### config.mk
export PLATFORM = sky130hd
export DESIGN_NAME = encoder_speed_kalman_estimator
export DESIGN_NICKNAME = d
export VERILOG_FILES = /design/src/rtl/core/spdkf_pkg.sv /design/src/rtl/core/encoder_speed_kalman_estimator.sv
export VERILOG_INCLUDE_DIRS = /design/src /design/src/rtl/core
export SDC_FILE = /design/constraint.sdc
export NUM_CORES = 2
export LEC_CHECK = 0
export BUFFER_PORTS_ARGS = -buffer_cell sky130_fd_sc_hd__buf_2
export CAP_MARGIN = 20
export CELL_PAD_IN_SITES_DETAIL_PLACEMENT = 2
export CELL_PAD_IN_SITES_GLOBAL_PLACEMENT = 2
export CORE_MARGIN = 8
export CORE_UTILIZATION = 38
export CTS_CLUSTER_DIAMETER = 80
export DETAILED_ROUTE_END_ITERATION = 16
export GPL_ROUTABILITY_DRIVEN = 0
export PLACE_DENSITY_LB_ADDON = 0.1
export SLEW_MARGIN = 40
export SYNTH_ARGS = -nofsm -noshare
export SYNTH_HDL_FRONTEND = slang
export SYNTH_SLANG_ARGS = --single-unit
### constraint.sdc
create_clock -name aclk -period 10.1 [get_ports aclk]
set_input_delay 2.02 -clock aclk [delete_from_list [all_inputs] [get_ports aclk]]
set_output_delay 2.02 -clock aclk [all_outputs]
set_load 0.1 [all_outputs]
### src/rtl/core/assert_macros.svh
// Assertion helpers, compiled out for synthesis.
`ifndef ASSERT_MACROS_SVH
`define ASSERT_MACROS_SVH
`ifndef SYNTHESIS
// Same-cycle implication under reset.
`define ASSERT_IMPL(label, clk, rstn, ante, cons) \
    label: assert property (@(posedge clk) disable iff (!(rstn)) (ante) |-> (cons)) \
        else $error("assertion failed");
// Next-cycle implication under reset.
`define ASSERT_NEXT(label, clk, rstn, ante, cons) \
    label: assert property (@(posedge clk) disable iff (!(rstn)) (ante) |=> (cons)) \
        else $error("assertion failed");
`else
`define ASSERT_IMPL(label, clk, rstn, ante, cons)
`define ASSERT_NEXT(label, clk, rstn, ante, cons)
`endif
`endif

### src/rtl/core/spdkf_pkg.sv
package spdkf_pkg;

    localparam int COUNT_WIDTH_DEF = 16;

    localparam int CFG_IDX_W  = 3;
    localparam int CFG_DATA_W = 32;

    localparam logic [CFG_IDX_W-1:0] REG_SPEED_SCALE  = 3'd0;
    localparam logic [CFG_IDX_W-1:0] REG_INVERT_DIR   = 3'd1;
    localparam logic [CFG_IDX_W-1:0] REG_PROCESS_NOISE = 3'd2;
    localparam logic [CFG_IDX_W-1:0] REG_MEAS_NOISE   = 3'd3;
    localparam logic [CFG_IDX_W-1:0] REG_SPEED_LIMIT  = 3'd4;

    localparam logic [23:0] SPEED_SCALE_RST   = 24'd13726;
    localparam logic [30:0] PROCESS_NOISE_RST = 31'd1073742;
    localparam logic [31:0] MEAS_NOISE_RST    = 32'd53687091;
    localparam logic [30:0] SPEED_LIMIT_RST   = 31'd104858;

    // 1.0 in Q2.30
    localparam logic [30:0] ONE_Q30  = 31'h4000_0000;
    localparam logic [62:0] HALF_Q30 = 63'h2000_0000;

    // Quotient bits of the gain division
    localparam int GAIN_W    = 31;
    localparam int DIV_CNT_W = 5;
    localparam logic [DIV_CNT_W-1:0] DIV_LAST = 5'(GAIN_W - 1);

    typedef enum logic [3:0] {
        ST_IDLE,
        ST_MUL_RAW,
        ST_SAT_RAW,
        ST_DIV,
        ST_INNOV,
        ST_MUL_EST,
        ST_UPD_EST,
        ST_UPD_VAR,
        ST_OUT
    } state_t;

endpackage

### src/rtl/core/encoder_speed_kalman_estimator.sv
// Encoder speed estimator with a scalar Kalman filter.
// Input channel (s_valid/s_ready): one signed encoder count delta per control
// period. Result channel (m_valid/m_ready): filtered speed in 2^-20 m/s,
// clamped to +/- speed_limit, with m_clamped set when the clamp acted.
// Configuration: write cfg_wdata to register cfg_addr while cfg_we is high;
// 0 speed_scale, 1 invert_direction, 2 process_noise, 3 measurement_noise,
// 4 speed_limit. Other indexes are ignored.
// One request is in flight at a time; s_ready returns the cycle after
// the result is loaded. The 31-step restoring divider forms the gain
// K = P/(P+R); one shared multiplier serves raw speed, estimate update
// and variance update.
// A finished result sits in the output register; the next request is taken
// while it waits, but its result holds in the last step until m_ready frees
// the register. Reset clears the estimate to 0, the variance to 1.0 and
// loads the default register values.
`include "assert_macros.svh"

module encoder_speed_kalman_estimator
    import spdkf_pkg::*;
#(
    parameter int COUNT_WIDTH = COUNT_WIDTH_DEF
) (
    input  logic                          aclk,
    input  logic                          aresetn,
    input  logic                          cfg_we,
    input  logic [CFG_IDX_W-1:0]          cfg_addr,
    input  logic [CFG_DATA_W-1:0]         cfg_wdata,
    input  logic                          s_valid,
    output logic                          s_ready,
    input  logic signed [COUNT_WIDTH-1:0] s_encoder_count,
    output logic                          m_valid,
    input  logic                          m_ready,
    output logic signed [31:0]            m_speed,
    output logic                          m_clamped
);

    localparam int MAG_W   = COUNT_WIDTH + 1;
    localparam int MUL_A_W = (MAG_W > 32) ? MAG_W : 32;
    localparam int PROD_W  = MUL_A_W + 32;

    // Configuration registers
    logic [23:0] speed_scale_reg;
    logic        invert_reg;
    logic [30:0] process_noise_reg;
    logic [31:0] meas_noise_reg;
    logic [30:0] speed_limit_reg;

    always_ff @(posedge aclk) begin
        if (!aresetn) begin
            speed_scale_reg   <= SPEED_SCALE_RST;
            invert_reg        <= 1'b0;
            process_noise_reg <= PROCESS_NOISE_RST;
            meas_noise_reg    <= MEAS_NOISE_RST;
            speed_limit_reg   <= SPEED_LIMIT_RST;
        end else if (cfg_we) begin
            case (cfg_addr)
                REG_SPEED_SCALE:   speed_scale_reg   <= cfg_wdata[23:0];
                REG_INVERT_DIR:    invert_reg        <= cfg_wdata[0];
                REG_PROCESS_NOISE: process_noise_reg <= cfg_wdata[30:0];
                REG_MEAS_NOISE:    meas_noise_reg    <= cfg_wdata[31:0];
                REG_SPEED_LIMIT:   speed_limit_reg   <= cfg_wdata[30:0];
                default: ;
            endcase
        end
    end

    // Sequencer
    state_t state_reg, state_next;
    logic [DIV_CNT_W-1:0] div_cnt_reg;
    logic out_free;
    logic m_valid_reg;

    assign out_free = !m_valid_reg || m_ready;

    always_comb begin
        state_next = state_reg;
        case (state_reg)
            ST_IDLE:    if (s_valid) state_next = ST_MUL_RAW;
            ST_MUL_RAW: state_next = ST_SAT_RAW;
            ST_SAT_RAW: state_next = ST_DIV;
            ST_DIV:     if (div_cnt_reg == DIV_LAST) state_next = ST_INNOV;
            ST_INNOV:   state_next = ST_MUL_EST;
            ST_MUL_EST: state_next = ST_UPD_EST;
            ST_UPD_EST: state_next = ST_UPD_VAR;
            ST_UPD_VAR: state_next = ST_OUT;
            ST_OUT:     if (out_free) state_next = ST_IDLE;
            default:    state_next = ST_IDLE;
        endcase
    end

    // Control outputs and multiplier operand select
    logic [MAG_W-1:0]   count_mag_reg;
    logic [31:0]        innov_mag_reg;
    logic [GAIN_W-1:0]  gain_reg;
    logic [31:0]        p_reg;
    logic [MUL_A_W-1:0] mul_a;
    logic [31:0]        mul_b;
    logic               load_out;

    always_comb begin
        s_ready  = 1'b0;
        load_out = 1'b0;
        mul_a    = MUL_A_W'(innov_mag_reg);
        mul_b    = 32'(gain_reg);
        case (state_reg)
            ST_IDLE: s_ready = 1'b1;
            ST_MUL_RAW: begin
                mul_a = MUL_A_W'(count_mag_reg);
                mul_b = 32'(speed_scale_reg);
            end
            ST_UPD_EST: begin
                mul_a = MUL_A_W'(ONE_Q30 - gain_reg);
                mul_b = p_reg;
            end
            ST_OUT: load_out = out_free;
            default: ;
        endcase
    end

    always_ff @(posedge aclk) begin
        if (!aresetn) begin
            state_reg <= ST_IDLE;
        end else begin
            state_reg <= state_next;
        end
    end

    // Shared multiplier, registered product
    logic [PROD_W-1:0] prod_reg;

    always_ff @(posedge aclk) begin
        prod_reg <= PROD_W'(mul_a) * PROD_W'(mul_b);
    end

    // Input capture: sign and magnitude of the (optionally negated) count
    logic [MAG_W-1:0] cnt_ext;
    logic [MAG_W-1:0] cnt_abs;
    logic             count_neg_reg;

    assign cnt_ext = {s_encoder_count[COUNT_WIDTH-1], s_encoder_count};
    assign cnt_abs = cnt_ext[MAG_W-1] ? (~cnt_ext + MAG_W'(1)) : cnt_ext;

    always_ff @(posedge aclk) begin
        if (s_valid && s_ready) begin
            count_mag_reg <= cnt_abs;
            count_neg_reg <= cnt_ext[MAG_W-1] ^ invert_reg;
        end
    end

    // Datapath
    logic [32:0] p_sum;
    logic [31:0] p_next;
    logic signed [31:0] raw_reg;
    logic signed [31:0] raw_next;
    logic [32:0] denom_reg;
    logic [32:0] rem_reg;
    logic [33:0] rem_shift;
    logic        div_ge;
    logic [32:0] rem_next;
    logic [GAIN_W-1:0] quo_reg;
    logic signed [32:0] innov;
    logic        innov_neg_reg;
    logic [62:0] delta_sum;
    logic [32:0] delta;
    logic signed [33:0] est_wide;
    logic signed [31:0] est_next;
    logic signed [31:0] est_reg;
    logic [31:0] variance_reg;

    assign p_sum  = 33'(variance_reg) + 33'(process_noise_reg);
    assign p_next = p_sum[32] ? 32'hFFFF_FFFF : p_sum[31:0];

    always_comb begin
        if (count_neg_reg) begin
            raw_next = (prod_reg > PROD_W'(33'h0_8000_0000)) ? 32'sh8000_0000
                     : 32'(~prod_reg[31:0] + 32'd1);
        end else begin
            raw_next = (prod_reg > PROD_W'(32'h7FFF_FFFF)) ? 32'sh7FFF_FFFF
                     : signed'(prod_reg[31:0]);
        end
    end

    // Restoring division step; the dividend's low bit enters first, then zeros
    assign rem_shift = {rem_reg, (div_cnt_reg == '0) ? p_reg[0] : 1'b0};
    assign div_ge    = rem_shift >= {1'b0, denom_reg};
    assign rem_next  = div_ge ? 33'(rem_shift - {1'b0, denom_reg}) : rem_shift[32:0];

    assign innov = {raw_reg[31], raw_reg} - {est_reg[31], est_reg};

    // Round to nearest, ties away from zero, on the magnitude
    assign delta_sum = prod_reg[62:0] + HALF_Q30;
    assign delta     = delta_sum[62:30];
    assign est_wide  = innov_neg_reg ? ({{2{est_reg[31]}}, est_reg} - {1'b0, delta})
                                     : ({{2{est_reg[31]}}, est_reg} + {1'b0, delta});

    always_comb begin
        if (est_wide > 34'sh0_7FFF_FFFF) begin
            est_next = 32'sh7FFF_FFFF;
        end else if (est_wide < -34'sh0_8000_0000) begin
            est_next = 32'sh8000_0000;
        end else begin
            est_next = est_wide[31:0];
        end
    end

    always_ff @(posedge aclk) begin
        case (state_reg)
            ST_MUL_RAW: p_reg <= p_next;
            ST_SAT_RAW: begin
                raw_reg   <= raw_next;
                denom_reg <= 33'(p_reg) + 33'(meas_noise_reg);
                rem_reg   <= 33'(p_reg[31:1]);
            end
            ST_DIV: begin
                rem_reg <= rem_next;
                quo_reg <= {quo_reg[GAIN_W-2:0], div_ge};
            end
            ST_INNOV: begin
                // zero denominator: keep the estimate
                gain_reg      <= (denom_reg == '0) ? '0 : quo_reg;
                innov_neg_reg <= innov[32];
                innov_mag_reg <= innov[32] ? 32'(-innov) : innov[31:0];
            end
            default: ;
        endcase
    end

    always_ff @(posedge aclk) begin
        if (!aresetn) begin
            div_cnt_reg <= '0;
        end else if (state_reg == ST_DIV) begin
            div_cnt_reg <= div_cnt_reg + DIV_CNT_W'(1);
        end else begin
            div_cnt_reg <= '0;
        end
    end

    always_ff @(posedge aclk) begin
        if (!aresetn) begin
            est_reg      <= '0;
            variance_reg <= {1'b0, ONE_Q30};
        end else begin
            if (state_reg == ST_UPD_EST) begin
                est_reg <= est_next;
            end
            if (state_reg == ST_UPD_VAR) begin
                variance_reg <= prod_reg[61:30];
            end
        end
    end

    // Output clamp and register
    logic signed [32:0] lim_s;
    logic signed [32:0] est_s;
    logic signed [31:0] speed_next;
    logic               clamped_next;
    logic signed [31:0] speed_reg;
    logic               clamped_reg;

    assign lim_s = signed'({2'b00, speed_limit_reg});
    assign est_s = signed'({est_reg[31], est_reg});

    always_comb begin
        speed_next   = est_reg;
        clamped_next = 1'b0;
        if (est_s > lim_s) begin
            speed_next   = signed'({1'b0, speed_limit_reg});
            clamped_next = 1'b1;
        end else if (est_s < -lim_s) begin
            speed_next   = 32'(-lim_s);
            clamped_next = 1'b1;
        end
    end

    always_ff @(posedge aclk) begin
        if (!aresetn) begin
            m_valid_reg <= 1'b0;
        end else if (load_out) begin
            m_valid_reg <= 1'b1;
        end else if (m_ready) begin
            m_valid_reg <= 1'b0;
        end
    end

    always_ff @(posedge aclk) begin
        if (load_out) begin
            speed_reg   <= speed_next;
            clamped_reg <= clamped_next;
        end
    end

    assign m_valid   = m_valid_reg;
    assign m_speed   = speed_reg;
    assign m_clamped = clamped_reg;

    `ASSERT_IMPL(a_gain_max, aclk, aresetn, state_reg == ST_MUL_EST, gain_reg <= ONE_Q30)
    `ASSERT_NEXT(a_var_shrinks, aclk, aresetn, state_reg == ST_UPD_VAR, variance_reg <= $past(p_reg))
    `ASSERT_IMPL(a_div_rem, aclk, aresetn, state_reg == ST_DIV && denom_reg != '0, rem_reg < denom_reg)

endmodule

# [After elaboration in Yosys (flattened, before gate mapping)]
# Index checks and enable logic that the tools add are counted.
[op_classes] addsub=13 n_mul=1 order_cmp=7 eq_ne=16 n_mux=24 bitwise=3 reduce_logical=16
[ops] operator="32-bit 2-to-1 mux" count=7
[ops] operator="32-bit one-hot mux with 2 select lines" count=2
[ops] operator="33-bit one-hot mux with 2 select lines" count=1
[ops] operator="64-bit by 31-bit greater-than comparator with 1-bit output (second input constant)" count=1
[ops] operator="64-bit by 32-bit greater-than comparator with 1-bit output (second input constant)" count=1
[ops] operator="32-bit by 32-bit multiplier with 64-bit output" count=1
[ops] operator="63-bit by 30-bit adder with 63-bit output (second input constant)" count=1
[ops] operator="4-bit one-hot mux with 9 select lines" count=1
[ops] operator="34-bit by 33-bit adder with 34-bit output" count=1
[ops] operator="34-bit by 33-bit greater-or-equal comparator with 1-bit output" count=1
[ops] operator="34-bit by 32-bit greater-than comparator with 1-bit output (second input constant)" count=1
[ops] operator="34-bit by 32-bit < comparator with 1-bit output (second input constant)" count=1
[ops] operator="34-bit 2-to-1 mux" count=1
[ops] operator="34-bit by 33-bit subtractor with 34-bit output" count=1
[ops] operator="32-bit by 31-bit adder with 33-bit output" count=1
[ops] operator="32-bit by 32-bit adder with 33-bit output" count=1
[ops] operator="33-bit logical NOT" count=1
[ops] operator="32-bit by 33-bit < comparator with 1-bit output" count=1
[ops] operator="33-bit 2-to-1 mux" count=1
[ops] operator="31-bit negation with 33-bit output" count=1
[ops] operator="32-bit by 32-bit subtractor with 33-bit output" count=1
[ops] operator="33-bit subtractor" count=1
[ops] operator="32-bit by 1-bit adder with 32-bit output (second input constant)" count=1
[ops] operator="32-bit greater-than comparator" count=1
[ops] operator="other kinds (29)" count=49
[totals] register_bits=533 inputBits=56 out_inout_bits=35

# [Depth between registers and ports, before layout]
[depth] ltp_word=6 ltp_mapped=40 depth_no_buf=37

# [Worst setup path after synthesis]
# Ideal clock, no wire load.
[synth_timing] path_kind="register -> register" startpoint="reg state_reg[1]" endpoint="reg prod_reg[63]" setup_time_ps=72 arrival_time_ps=9756 required_time_ps=10028 slack_ps=272 path_stages_with_launch=37 path_buffers=6 period_less_slack_ps=9828 path_cell_list="dfxtp_1 > clkbuf_1 > nor2_1 > nand3b_1 > inv_1 > clkbuf_1 > clkbuf_1 > buf_1 > a22oi_1 > and2_1 > clkbuf_1 > nor2_1 > fa_1 > fa_1 > inv_1 > fa_1 > inv_1 > fa_1 > inv_1 > fa_1 > inv_1 > fa_1 > fa_1 > fa_1 > ha_1 > clkbuf_1 > a21oi_1 > o21ai_0 > a2111oi_0 > and2_1 > a221oi_1 > o21ai_0 > nand2_1 > a41oi_1 > o21ai_0 > o21ai_0 > xnor2_1"
[synth_via] elab_chain_cells=3
[synth_lines] element="start: declaration" line="encoder_speed_kalman_estimator.sv:68" source="state_t state_reg, state_next;"
[synth_lines] element="start signal: assignment" line="encoder_speed_kalman_estimator.sv:124" source="state_reg <= state_next;"
[synth_lines] element="4-bit by 3-bit == test with 1-bit output or 4-bit by 1-bit == test with 1-bit output (tied branches)" line="encoder_speed_kalman_estimator.sv:105" source="case (state_reg)"
[synth_lines] element="32-bit one-hot mux with 2 select lines" line="encoder_speed_kalman_estimator.sv:105"
[synth_lines] element="32-bit by 32-bit multiplier with 64-bit output *" line="encoder_speed_kalman_estimator.sv:132" source="prod_reg <= PROD_W'(mul_a) * PROD_W'(mul_b);"
[synth_lines] element="end signal: assignment" line="encoder_speed_kalman_estimator.sv:132"
[synth_lines] element="end: declaration" line="encoder_speed_kalman_estimator.sv:129" source="logic [PROD_W-1:0] prod_reg;"
# Mark *: on every way between the ends. The rest lies on a longest branch, timed or not.
# A chain may end at the register's enable or synchronous reset.

# [Final worst setup path]
[layout_timing] startpoint="reg gain_reg[2]" endpoint="reg prod_reg[32]"
[layout_via] elab_chain_cells=3
[layout_lines] element="start: declaration" line="encoder_speed_kalman_estimator.sv:94" source="logic [GAIN_W-1:0] gain_reg;"
[layout_lines] element="start signal: assignment" line="encoder_speed_kalman_estimator.sv:220" source="gain_reg <= (denom_reg == '0) ? '0 : quo_reg;"
[layout_lines] element="31-bit by 31-bit subtractor with 32-bit output" line="encoder_speed_kalman_estimator.sv:112" source="mul_a = MUL_A_W'(ONE_Q30 - gain_reg);"
[layout_lines] element="32-bit one-hot mux with 2 select lines" line="encoder_speed_kalman_estimator.sv:105"
[layout_lines] element="32-bit by 32-bit multiplier with 64-bit output *" line="encoder_speed_kalman_estimator.sv:132"
# Marks and branches as above.

==> flow_summary.yaml <==
global_route:
  globalRouteOverflowTotal: 0
  grt_pass1_wl_mm: 434
  grt_max_degree: 109
  grt_pass1_vias: 65100
  antenna_found_initial: 18
  grt.total_usage: 0.301
floorplan:
  ioPinCount: 91
  die_area_mm2: 0.189
  die_h_um: 435
  die_w_um: 435
  num_rows: 154
  start_util: 0.381
  placeableCoreArea_mm2: 0.175
routing:
  wl_met2_mm: 135
  first_pass_iters: 5
  wl_per_cell_um: 28.7
  drt_first_iter_violations: 4187
  drtAntennaViolNets: 0
  viasPerCell: 5.75
  routed.top_layer: "met5"
  m1WireLength_mm: 129
  vias: 58659
  wl_met3_mm: 17.4
  drc: 0
  finalWirelength_mm: 293
timing:
  timing.final.ws_setup_ps: 330
  setup-violations-final: 0
  holdWs_ps: 421
  fin_skew_ps: 55.6
  timing.fmax_mhz: 102
  slew_headroom: 0.372
  maxSlewViolCount: 0
  min_period_ps: 9770
  max_slew.worst_pin.slew_ps: 935
  final-hold-violation-count: 0
  fin_crit_sh: 0.967
place:
  post-dp-hpwl_mm: 238
  post-place-ws_ps: -368
  post_dp_cell_area_mm2: 0.0719
  portBuffers: 90
cts:
  clk_latency_ps: 690
  cts_tree: "built"
  cts-root-buf: "clkbuf_16"
  cts_buffer_depth: 3
  cts-buffers-inserted: 68
  clkSinkCount: 533
  clkTransAtPathRegs_ps: 60
  cts_max_level: 3
  cts_hold_buf: 0
worst_hold_path:
  min_from: "quo_reg[25]"
  min_to: "quo_reg[26]"
  holdPathStages: 0
  hold_class: "register to register"
finish:
  final_area_mm2: 0.0746
  fillers: 19476
  final_common_cell: "nand2_1"
  largest_reg_flops: 64
  syn2layout_area_growth_pct: 11.7
  num-nets-final: 9261
  final_cell_mix: "1086 x nand2_1, 1070 x inv_1, 901 x fa_1"
  drive_gt1_frac: 0.0885
  finish.utilization: 0.425
logic_synthesis:
  yosys_warnings: 0
  ys_ff_latch: 533
  ys_seq_area_frac: 0.201
  syn_inst: 7696
  synth_edf_count: 276
  syn_nets: 9151
  yosysUniqueCellTypes: 92
  postSynthAreaPerCell_um2: 8.67
  synthFlopType: "edfxtp_1"
  async_flop_share: 0
  netlist_area_mm2: 0.0667
run_status:
  status: "finished, final reports clean"
critical_path:
  r2r_cells: 35
  rrSetupSlack_ps: 330
  crit_path_top_delay_cell: "fa_1"
  cp_slowest_stage_delay_ps: 560
  worst_path_most_repeated_cell: "fa_1"
  start_kind: "register"
  critPathCaptureType: "register"
  rr_startpoint: "gain_reg[2]"
  timing.critical_path.fanout_max: 18
  crit_family: "adder cells"
  cp.required_ps: 10660
  r2r_end: "prod_reg[32]"
  arrival_ps: 10330
  worst-path-buf-inv: 6
  critPathKind: "register to register"
  critical_path_depth: 35
job:
  cap_violations: 0
==> worst reg2reg max path: cells and delay by family, from the launching register on <==
| kind | cells | cell delay [ps] |
|---|---|---|
| adders and majority gates | 9 | 4070 |
| and+or+nand+nor | 10 | 1990 |
| AOI/OAI and AO/OA | 8 | 1930 |
| buffers and inverters | 6 | 800 |
| xor gates and xnor gates | 2 | 460 |
| DFF | 1 | 410 |
==> repair_timing <==
| item | CTS | global route |
|---|---|---|
| buffers inserted | 1 | 6 |
| pin swaps | 2 | 4 |
| endpoints found under the setup margin | 17 | 20 |
| cloned | 0 | 1 |
| resized for setup | 9 | 47 |
==> kinds of logic after synthesis <==
kind of cell | count (synthesis) | share of synthesized area
buffers and inverters | 1475 | 0.0835
muxes | 21 | 0.00319
other | 1 | 0.0000562
xor gates and xnor gates | 351 | 0.0461
adders and majority gates | 1399 | 0.364
DFF | 533 | 0.201
and+or+nand+nor | 2560 | 0.169
AOI/OAI and AO/OA | 1356 | 0.133
==> layout make-up <==
| class | instances | area (µm²) | area share |
|---|---|---|---|
| multi-input cells | 5688 | 48300 | 0.648 |
| clock inverters | 38 | 460 | 0.00617 |
| clock buffers | 86 | 1830 | 0.0245 |
| flip-flops and latches | 533 | 13400 | 0.180 |
| inverters | 1076 | 4040 | 0.0542 |
| diodes | 9 | 22.5 | 0.000302 |
| well taps | 2340 | 2930 | 0.0393 |
| repair buffers | 439 | 3570 | 0.0479 |
==> per-layer routing <==
metal	vias up	global-route usage
met5	-	0
li1	25340	-
met4	8	0.0999
met1	31141	0.417
met2	1747	0.490
met3	423	0.0394
==> cells in the mapped netlist, drive strengths merged, types with 38 or more instances <==
library cell  instances  area share
nand2              1091       0.061
and2                 74      0.0069
and3                 54      0.0051
a21boi              115       0.013
or3                  39      0.0037
nor4                 47      0.0051
a21o                162       0.018
xnor2               242       0.032
a211oi               81      0.0092
a21oi               331       0.025
xor2                109       0.014
nand4                60      0.0057
inv                1075       0.060
nor2                780       0.044
ha                  498       0.093
dfxtp               257       0.077
o21ai               283       0.021
nand3               124      0.0093
clkbuf              363       0.020
a31oi                38      0.0036
o21a                 57      0.0064
nor2b                75      0.0070
nor3                 90      0.0069
fa                  901        0.27
edfxtp              276        0.12
==> worst max-delay path by stage <==
stage / start / to / slack (ps)
detailed placement: gain_reg[8] / prod_reg[62] / -370
finish: gain_reg[2] / prod_reg[32] / 330
global placement: gain_reg[8] / prod_reg[63] / -440
global route: gain_reg[7] / prod_reg[62] / -30
floorplan: state_reg[1] / prod_reg[63] / 270
CTS: gain_reg[3] / prod_reg[56] / 10
==> through the flow <==
step | TNS (ps) | cells
finish | 0 | 10209
detailed placement | -2420 | 10068
floorplan | 0 | 7696
global placement | -1580 | 10066
CTS | 0 | 10193
global route | -26.3 | 10205
Power is not shown: default switching activity piles up to over one toggle a cycle in this logic, so the estimate is an artifact.
